--- config.mk ---
export PLATFORM = sky130hd
export DESIGN_NAME = dllm_ram
export DESIGN_NICKNAME = d
export VERILOG_FILES = /design/src/hw/rtl/doubly_linked_list_manager_macros.svh /design/src/hw/rtl/dllm_ram.sv
export SDC_FILE = /design/constraint.sdc
export NUM_CORES = 1
export LEC_CHECK = 0
export BUFFER_PORTS_ARGS = -buffer_cell sky130_fd_sc_hd__buf_2
export CAP_MARGIN = 0
export CELL_PAD_IN_SITES_DETAIL_PLACEMENT = 1
export CELL_PAD_IN_SITES_GLOBAL_PLACEMENT = 1
export CORE_ASPECT_RATIO = 0.75
export CORE_UTILIZATION = 35
export DETAILED_ROUTE_END_ITERATION = 16
export GPL_ROUTABILITY_DRIVEN = 0
export PLACE_DENSITY = 0.52
export SYNTH_ARGS = -nofsm -noshare
export SYNTH_HDL_FRONTEND = slang
export SYNTH_SLANG_ARGS = --single-unit
--- constraint.sdc ---
create_clock -name i_clk -period 2.7 [get_ports i_clk]
set_input_delay 0.27 -clock i_clk [delete_from_list [all_inputs] [get_ports i_clk]]
set_output_delay 0.27 -clock i_clk [all_outputs]
set_load 0.02 [all_outputs]
--- src/hw/rtl/doubly_linked_list_manager_macros.svh ---
// Assertion macros shared by the list manager RTL.
`ifndef DOUBLY_LINKED_LIST_MANAGER_MACROS_SVH
`define DOUBLY_LINKED_LIST_MANAGER_MACROS_SVH

// Checks that the consequent holds in the same cycle as the antecedent.
`define DLLM_ASSERT_SAME(label, clk, rst_n, ante, cons, msg) \
    label: assert property (@(posedge clk) disable iff (!(rst_n)) (ante) |-> (cons)) \
        else $error(msg);

// Checks that the consequent holds in the cycle after the antecedent.
`define DLLM_ASSERT_NEXT(label, clk, rst_n, ante, cons, msg) \
    label: assert property (@(posedge clk) disable iff (!(rst_n)) (ante) |=> (cons)) \
        else $error(msg);

`endif

--- src/hw/rtl/dllm_ram.sv ---
// Generic single-port-write, single-port-read RAM with a registered read.
module dllm_ram #(
    parameter int WIDTH = 8,
    parameter int DEPTH = 64,
    localparam int ADDR_W = $clog2(DEPTH)
) (
    input  logic              i_clk,
    input  logic              i_we,
    input  logic [ADDR_W-1:0] i_waddr,
    input  logic [WIDTH-1:0]  i_wdata,
    input  logic [ADDR_W-1:0] i_raddr,
    output logic [WIDTH-1:0]  o_rdata
);
    logic [WIDTH-1:0] r_mem [DEPTH];
    logic [WIDTH-1:0] r_rdata;

    always_ff @(posedge i_clk) begin
        if (i_we) begin
            r_mem[i_waddr] <= i_wdata;
        end
        r_rdata <= r_mem[i_raddr];
    end

    assign o_rdata = r_rdata;
endmodule

# Word level (Yosys, flattened, before mapping)
# Memory sizes are Yosys's and may differ from the RTL's. A register that Yosys moved wholly into a read port is not among the register bits.
# Cells that the tools add are included.
# op_classes
muxes	2
# ops
op	n
1-bit 2-to-1 mux	2
# word_totals
reg_bits	0
mem_bits_rw	512
in_bits	22
output_inout_bits	8
elab_cells	3
mem_count	1
# memory_table
name	depth	width	read_ports	rd_ports_with_merged_regs	write_ports	line_no	text
r_mem	64	8	1	1	1	dllm_ram.sv:14	logic [WIDTH-1:0] r_mem [DEPTH];

# Longest topological paths before layout
# Gate-level depths: netlist of run 1.
# depth
depth_word	2
depth_mapped	9
ltp_nobuf	5

# Least setup slack after synthesis of run 1
# Ideal clock, no wire load.
# synth_path
path_kind	input to register
startpoint	input i_raddr[1]
endpoint	register r_rdata[3], in the netlist o_rdata[3] (read register of r_mem)
setup_time_ps	128
arrival_ps	1810
required_ps	2572
setup_slack_ps	762
stages	7
cell_sequence	buf_4 > buf_2 > buf_2 > mux4_2 > mux4_2 > o21ai_1 > o41ai_1
# synth_lines
element	line_no	text
start, declared	dllm_ram.sv:11	input logic [ADDR_W-1:0] i_raddr,
end, declared	dllm_ram.sv:15	logic [WIDTH-1:0] r_rdata;

==> flow_summary_export.csv, run 1 <==
group,metric,value,unit
timing,rsz0062_at_grt,"false",
setup_path,r2r_end,"o_rdata[4]",
detailed_routing,wl,50.9,mm
setup_path,reg2reg_from,"r_mem[29][4]",
detailed_routing,vias,9777,
placement,dpl-instance-area,22000,um2
setup_path,worst_setup_path_start_kind,"flip-flop",
detailed_routing,vias_per_cell,5.16,
power_and_ir_drop,peakVddDrop,0.448,mV
synthesis,ys_types,40,
setup_path,critPathMaxStageDelay,480,ps
grt,grt_pass1_wl,74.5,mm
clock_tree,cts_tree,"built",
floorplanning,core_area,56400,um2
power_and_ir_drop,leakage,7.43,nW
detailed_routing,dr.pass1.iters,5,
timing,drv_slew,0,
synthesis,yosysTopAreaCellShare,76.2,%
hold_path,holdCritPathClass,"primary input to flip-flop",
floorplanning,dieHeight,210,um
status,status,"completed",
clock_tree,hold_buffers,0,
timing,hold_viol_final,0,
grt,grt_pass1_vias,10232,
layout,drive_gt1_share,30.5,%
detailed_routing,drt_iter0_markers,777,
synthesis,synth-main-ff-cell,"edfxtp_1",
timing,skew,7.70,ps
timing,setup_violations,0,
floorplanning,num_io_pins,30,
detailed_routing,wl_per_cell,26.9,um
clock_tree,cts_root_buf,"clkbuf_16",
synthesis,ys_seq_elements,520,
detailed_routing,post-route-drc-count,0,
clock_tree,cts_resized,0,
power_and_ir_drop,totalPowerFinal,16.5,mW
setup_path,cp_max_fo,1,
clock_tree,cts_post_setup_buffers_inserted,0,
placement,dp_hpwl,33.1,mm
layout,fin_nets,1105,
timing,fin_crit,2000,ps
timing,fin_crit_sh,74.2,%
layout,fillers,5292,
setup_path,rrSetupSlack,700,ps
synthesis,avgSynthCellArea,21.5,um2
floorplanning,start_util,35.8,%
grt,grt_overflow,0,
setup_path,crit_required,3160,ps
synthesis,yosysMostFrequentCell,"edfxtp_1",
hold_path,min-delay-start,"i_raddr[5]",
power_and_ir_drop,power_density,704,nW/um2
synthesis,synthCells,940,
setup_path,end_kind,"flip-flop",
grt,antenna_found_initial,2,
clock_tree,cts.sinks,520,
hold_path,min_to,"o_rdata[0]",
synthesis,synthArstFlopShare,0,%
synthesis,synth_seq_area_share,77.0,%
timing,relSlewSlack,48.4,%
grt,grt.total_usage,17.8,%
clock_tree,cts.clk_slew.worst_paths,60,ps
setup_path,crit_chain,"mux4_2, mux2_2, o221a_2, nor3_1, o32ai_1",
synthesis,synth_top_area_cell,"edfxtp_1",
clock_tree,cts.htree.levels,2,
setup_path,reg2regPathDepth,5,
timing,fmax,499,MHz
synthesis,syn-num-nets,962,
clock_tree,clkLatencyLatePin,590,ps
layout,syn_to_final_growth,16.4,%
hold_path,min_path_cells,3,
detailed_routing,ant_nets,0,
floorplanning,rows,75,
clock_tree,numCtsBuffers,51,
timing,tns,0,ps
clock_tree,cts_max_path_buffers,3,
synthesis,synth_area_leaders,"edfxtp_1 (76%), mux4_2 (14%), nor2_1 (1.5%)",
placement,port_buffers,29,
setup_path,crit_slowest_cell,"mux4_2",
synthesis,synthesis.area,20200,um2
floorplanning,die_x,279,um
synthesis,synthTopCellsByCount,"edfxtp_1 (512), mux4_2 (126), nor2_1 (83), mux2i_1 (23), nand2_1 (19)",
run,cap_violations,0,
synthesis,yosysWarnings,0,
layout,stdcell_area,23500,um2
grt,grt_max_degree,65,
timing,tightest_slew,774,ps
setup_path,cp.arrival,2460,ps
synthesis,synth_edf_count,512,
setup_path,path_class,"flip-flop to flip-flop",
floorplanning,dieArea,58600,um2
flip-flops by register name, summed over array words and instances, names as in the netlist:
signal	count
o_rdata	8
r_mem	512
how the worst max path moves through the flow:
stage                            start          to  slack (ps)  cells past startpoint
after floorplan             i_raddr[1]  o_rdata[3]         760                      7
after global placement      i_raddr[0]  o_rdata[6]         120                      7
after detailed placement    i_raddr[0]  o_rdata[6]          90                      7
after CTS                 r_mem[29][4]  o_rdata[4]         680                      5
after global routing       r_mem[3][2]  o_rdata[2]         650                      5
final                     r_mem[29][4]  o_rdata[4]         700                      5
layout by cell type, fill, tap and decap left out, types with 10 or more instances in the layout:
cell type / n
buf_4: 103
buf_12: 11
mux4_2: 126
nor2_1: 83
nor2b_1: 14
buf_2: 26
edfxtp_1: 512
nand3_1: 13
mux2i_1: 23
clkbuf_1: 21
mux2_2: 13
nand2_1: 19
clkinv_1: 10
clkbuf_16: 53
cell families after synthesis:
logic type | synth area share (%)
and+or+nand+nor | 3.39
DFF | 77.0
muxes | 15.9
buffers and inverters | 1.57
AOI/OAI and AO/OA | 2.07
through the flow:
| stage | setup WS (ps) | util, % | cells | hold slack [ps] |
|---|---|---|---|---|
| 6_report | 698 | 41.6 | 1894 | 153 |
| 5_1_grt | 650 | 41.6 | 1893 | 165 |
| 4_1_cts | 675 | 41.6 | 1891 | 115 |
| 3_5_place_dp | 88.5 | 38.9 | 1800 | 747 |
| 3_3_place_gp | 118 | 38.9 | 1800 | 760 |
| 2_1_floorplan | 762 | - | 940 | 369 |
layout make-up:
| cell class | instances | area, um2 | share of cell area (%) |
|---|---|---|---|
| Clock buffer | 75 | 1420 | 6.04 |
| Multi-Input combinational cell | 369 | 4320 | 18.4 |
| Tap cell | 770 | 963 | 4.10 |
| Timing Repair Buffer | 141 | 1140 | 4.84 |
| Antenna cell | 3 | 7.51 | 0.0320 |
| Sequential cell | 520 | 15500 | 66.2 |
| Clock inverter | 16 | 98.8 | 0.421 |
worst max-delay path: cells and delay by family (launching register included):
family           cells  cell delay [ps]
AND/OR/NAND/NOR      1              330
flip-flops           1              370
multiplexers         2              760
AO/OA/AOI/OAI        2              410
report_power, final:
| part | switching (mW) | total, mW | internal [mW] |
|---|---|---|---|
| combinational | 0.566 | 0.919 | 0.353 |
| clock | 2.93 | 6.65 | 3.72 |
| sequential | 0.0352 | 8.97 | 8.93 |
| total | 3.53 | 16.5 | 13.0 |
routing by layer:
| metal | global-route usage [%] | share of wire (%) | vias up |
|---|---|---|---|
| met5 | 0 | 0 | - |
| met2 | 25.4 | 43 | 252 |
| met1 | 27.9 | 50 | 5238 |
| met3 | 3.02 | 5.3 | 65 |
| li1 | - | - | 4222 |
| met4 | 5.02 | 2.0 | 0 |
Power figures use the tool's default switching activity.
==> run 2: changes to the inputs <==
Clock period 2.7 ns to 1.99 ns, I/O delays scaled along.
==> run 2 against run 1 <==
Against the previous run: combinational power is 49% higher; sequential power is 36% higher; power is 40% higher; final cell count is 3.1% higher; first-iteration DRC count is 19% higher; via count is 2.6% higher; clock-buffer cell count is 1 higher; die area stayed put; clock skew is 12 ps higher; critical endpoint is now o_rdata[1]; largest power group unchanged.
==> flow_summary_export.csv, run 2 (synthesis gave the netlist of run 1 again) <==
group,metric,value,unit
timing,relSlewSlack,40.7,%
power_and_ir_drop,peakVddDrop,0.705,mV
timing,rsz0062_at_grt,"false",
grt,grt.total_usage,18.3,%
layout,regMostFlops,"r_mem",
timing,hold_viol_final,0,
detailed_routing,post-route-drc-count,0,
power_and_ir_drop,power_density,955,nW/um2
detailed_routing,vias_per_cell,5.14,
detailed_routing,dr.pass1.iters,5,
placement,port_buffers,29,
layout,fin_nets,1167,
timing,drv_slew,0,
clock_tree,cts.sinks,520,
detailed_routing,wl,52.2,mm
placement,dpl-instance-area,22500,um2
setup_path,critPathMaxStageDelay,490,ps
layout,diodes,0,
grt,antenna_found_initial,4,
timing,skew,20.2,ps
hold_path,min_path_cells,3,
detailed_routing,wl_per_cell,26.7,um
layout,fin_util,42.9,%
floorplanning,die_x,279,um
layout,largest_reg_flops,512,
setup_path,reg2regPathDepth,5,
clock_tree,cts_tree,"built",
grt,grt_overflow,0,
setup_path,crit_slowest_cell,"mux4_2",
floorplanning,start_util,35.8,%
clock_tree,cts.htree.levels,2,
setup_path,end_kind,"flip-flop",
setup_path,worst-path-buf-inv,1,
layout,syn_to_final_growth,19.9,%
power_and_ir_drop,leakage,7.84,nW
grt,grt_max_degree,65,
clock_tree,clkLatencyLatePin,610,ps
timing,fin_crit_sh,96.9,%
timing,setup_violations,0,
clock_tree,cts_root_buf,"clkbuf_16",
layout,final_common_cell,"edfxtp_1",
setup_path,cp.arrival,2420,ps
setup_path,path_class,"flip-flop to flip-flop",
hold_path,holdCritPathClass,"primary input to flip-flop",
floorplanning,num_io_pins,30,
timing,tightest_slew,890,ps
grt,grt_pass1_wl,76.4,mm
clock_tree,cts_max_path_buffers,3,
layout,final_cell_mix,"edfxtp_1 (512), buf_4 (154), mux4_2 (126)",
floorplanning,core_area,56400,um2
timing,whs,41.0,ps
status,status,"completed",
setup_path,path_delay_family,"multiplexers",
setup_path,worst_setup_path_start_kind,"flip-flop",
detailed_routing,drt_iter0_markers,927,
floorplanning,rows,75,
detailed_routing,vias,10031,
grt,grt_pass1_vias,10569,
floorplanning,dieHeight,210,um
layout,stdcell_area,24200,um2
detailed_routing,ant_nets,0,
setup_path,crit_chain,"mux4_2, mux2_2, a221oi_2, buf_4, o2bb2ai_1",
clock_tree,cts.clk_slew.worst_paths,60,ps
setup_path,cp_max_fo,1,
layout,drive_gt1_share,35.3,%
run,cap_violations,0,
timing,fmax,519,MHz
placement,dp_hpwl,33.9,mm
setup_path,worst-path-stages,5,
clock_tree,numCtsBuffers,53,
setup_path,crit_required,2480,ps
clock_tree,hold_buffers,0,
clock_tree,cts_post_setup_buffers_inserted,0,
timing,fin_crit,1930,ps
floorplanning,dieArea,58600,um2
[run 2: cell types whose count changed in the layout (fill, tap and decap cells not counted), moves of 2 or more]
| cell | previous run | this run |
|---|---|---|
| buf_4 | 103 | 154 |
| buf_12 | 11 | 20 |
| clkinv_1 | 10 | 5 |
| clkbuf_1 | 21 | 17 |
| clkbuf_8 | 2 | 5 |
| clkinv_2 | 3 | 6 |
| diode_2 | 3 | 0 |
| a221oi_1 | 6 | 4 |
| a221oi_2 | 0 | 2 |
| clkbuf_16 | 53 | 55 |
| nor3_1 | 7 | 5 |
[run 2: area by class of cell]
| type | count | area, um2 |
|---|---|---|
| Fill cell | 5277 | 32200 |
| Clock inverter | 17 | 143 |
| Tap cell | 770 | 963 |
| Multi-Input combinational cell | 369 | 4350 |
| Sequential cell | 520 | 15500 |
| Clock buffer | 76 | 1500 |
| Timing Repair Buffer | 201 | 1700 |
[run 2: stage by stage]
step,TNS [ps],power (mW),instances,setup WS (ps)
global placement,-2670,13.8,1860,-412
CTS,0,23.4,1953,23.1
global route,0,23.8,1953,16.1
detailed placement,-2590,13.8,1860,-421
finish,0,23.1,1953,61.6
floorplan,0,13.0,940,123
[run 2: layer usage]
metal	routed length, um	GRT usage (%)
met5	15	0
met4	1050	4.85
met3	2340	2.83
met2	22600	26.5
met1	26100	28.7
[run 2: worst paths after layout]
path	from	end	slack (ps)
setup / recovery	r_mem[47][1]	o_rdata[1]	60
hold / removal	i_raddr[5]	o_rdata[1]	40
setup reg to reg	r_mem[47][1]	o_rdata[1]	60
hold reg to reg	r_mem[22][2]	o_rdata[2]	900
[run 2: power by group]
group          total (mW)  switching, mW  leakage [nW]  internal (mW)
Clock                9.57           4.12         0.799           5.45
Combinational        1.37          0.804          2.37          0.570
Sequential           12.2         0.0419          4.67           12.1
Total                23.1           4.96          7.84           18.1
[run 2: what timing repair did]
item / 4_1_cts / 5_1_grt
hold endpoints to repair: 0 / 0
setup endpoints to repair: 3 / 4
resized for setup: 3 / 4
pin swaps: 0 / 0
[run 2: worst reg2reg max path, stage by stage (launching register included)]
cell       delay, ps
edfxtp_1         370
mux4_2           490
mux2_2           320
a221oi_2         410
buf_4            180
o2bb2ai_1         60
==> run 3: changes to the inputs <==
Settings changed: CORE_UTILIZATION 35 to 56, MAX_ROUTING_LAYER set to met4, PLACE_DENSITY 0.52 to 0.77.
==> run 3 against run 2 <==
Against the previous run: critical path depth is the same; sequential cell count unchanged; power is 2.7% lower; clock power down 6.5%; wire length is 1.4% lower; clock-buffer cell count decreased by 18; combinational power is essentially flat; critical path type unchanged.
==> flow_summary_export.csv, run 3 (synthesis gave the netlist of run 1 again) <==
group,metric,value,unit
detailed_routing,wl_per_cell,31.6,um
power_and_ir_drop,peakVddDrop,0.784,mV
placement,port_buffers,29,
setup_path,crit_required,2440,ps
layout,instances_no_fill,1628,
layout,syn_to_final_growth,17.1,%
timing,relSlewSlack,18.4,%
floorplanning,dieHeight,166,um
clock_tree,clkLatencyLatePin,560,ps
placement,place_ws,-361,ps
timing,skew,13.3,ps
power_and_ir_drop,leakage,7.76,nW
timing,fin_crit,1930,ps
placement,dp_hpwl,34.7,mm
layout,fin_util,67.4,%
clock_tree,hold_buffers,0,
timing,rsz0062_at_grt,"false",
detailed_routing,vias,10468,
layout,final_common_cell,"edfxtp_1",
floorplanning,num_io_pins,30,
layout,fillers,2792,
detailed_routing,dr.pass1.iters,5,
grt,grt_pass1_vias,10941,
run,cap_violations,0,
layout,regArea,15500,um2
setup_path,cp_max_fo,1,
detailed_routing,drt_iter0_markers,992,
clock_tree,numCtsBuffers,48,
timing,hold_viol_final,0,
clock_tree,cts.clk_slew.worst_paths,70,ps
grt,grt.total_usage,29.9,%
setup_path,reg2reg_from,"r_mem[41][2]",
grt,grt_overflow,0,
clock_tree,cts_root_buf,"clkbuf_16",
setup_path,reg2regPathDepth,5,
power_and_ir_drop,power_density,952,nW/um2
setup_path,worst_setup_path_start_kind,"flip-flop",
layout,stdcell_area,23600,um2
setup_path,cp-endpoint,"o_rdata[2]",
detailed_routing,met3WireLength,4.10,mm
floorplanning,core_area,35100,um2
placement,dp.cells,1541,
setup_path,path_class,"flip-flop to flip-flop",
timing,setup_violations,0,
setup_path,cp.arrival,2380,ps
timing,fin_crit_sh,97.0,%
detailed_routing,wl_met2,24.5,mm
detailed_routing,ant_nets,0,
clock_tree,cts_tree,"built",
clock_tree,cts.htree.levels,2,
detailed_routing,routed.top_layer,"met4",
clock_tree,cts_max_path_buffers,3,
layout,largest_reg_flops,512,
floorplanning,rows,59,
floorplanning,dieArea,36800,um2
layout,fin_nets,1156,
floorplanning,start_util,57.5,%
layout,multiInputGateArea,4350,um2
clock_tree,cts_post_setup_buffers_inserted,0,
power_and_ir_drop,totalPowerFinal,22.5,mW
setup_path,rrSetupSlack,60,ps
setup_path,crit_path_start,"r_mem[41][2]",
timing,tightest_slew,1220,ps
grt,grt_pass1_wl,75.5,mm
grt,antenna_found_initial,1,
timing,fmax,518,MHz
grt,grt_max_degree,65,
detailed_routing,vias_per_cell,6.43,
setup_path,end_kind,"flip-flop",
floorplanning,die_x,221,um
detailed_routing,drt-met1-wl,21.8,mm
detailed_routing,wl,51.5,mm
setup_path,r2r_end,"o_rdata[2]",
placement,dpl-instance-area,22100,um2
timing,fin_ws,60.6,ps
hold_path,holdCritPathClass,"primary input to flip-flop",
clock_tree,cts.sinks,520,
status,status,"completed",
layout,final_cell_mix,"edfxtp_1 (512), buf_4 (149), mux4_2 (126)",
timing,drv_slew,0,
layout,regMostFlops,"r_mem",
layout,drive_gt1_share,35.1,%
clock_tree,cts_resized,5,
detailed_routing,post-route-drc-count,0,
[run 3: cell types whose count changed in the layout (fill, tap and decap cells not counted), sizes merged]
cell,before,now
clkinv,12,22
clkbuf,77,59
inv,2,0
bufinv,2,4
clkinvlp,1,2
buf,200,194
diode,0,1
[run 3: worst min path at each step]
stage | from | end | slack [ps] | cells after the start
after floorplan | i_wdata[0] | r_mem[0][0] | 300 | 0
after detailed placement | o_rdata[1] | o_rdata[1] | 660 | 1
after global placement | i_raddr[5] | o_rdata[2] | 630 | 3
after CTS | i_raddr[5] | o_rdata[2] | 80 | 3
after global routing | i_raddr[5] | o_rdata[2] | 110 | 3
final | i_raddr[5] | o_rdata[2] | 110 | 3
[run 3: stage by stage]
| step | hold WS [ps] | setup TNS (ps) |
|---|---|---|
| 3_3_place_gp | 628 | -1660 |
| 5_1_grt | 114 | 0 |
| 6_report | 111 | 0 |
| 4_1_cts | 83.5 | 0 |
| 2_1_floorplan | 298 | 0 |
| 3_5_place_dp | 660 | -2060 |
[run 3: area by class of cell]
type | instances | share of cell area (%)
flip-flops and latches | 520 | 65.8
multi-input cells | 369 | 18.4
repair buffers | 195 | 6.96
clock buffers | 58 | 5.42
well taps | 457 | 2.42
clock inverters | 28 | 0.991
diodes | 1 | 0.0106
[run 3: layer usage]
metal  vias to the layer above  track usage [%]
li1                       4315                -
met1                      5578             42.4
met2                       492             45.7
met3                        83             5.61
met4                         0             7.24
met5                         -                -
[run 3: worst max-delay path, stage by stage (launching register included)]
cell	delay (ps)
edfxtp_1	400
mux4_2	460
mux2_2	300
a221oi_1	400
buf_4	190
o2bb2ai_1	70
[run 3: power breakdown]
part | switching, mW | leakage (nW) | internal [mW] | total, mW
registers | 0.0409 | 4.67 | 12.1 | 12.2
clock network | 3.87 | 0.748 | 5.08 | 8.95
logic | 0.797 | 2.34 | 0.571 | 1.37
total | 4.71 | 7.76 | 17.8 | 22.5
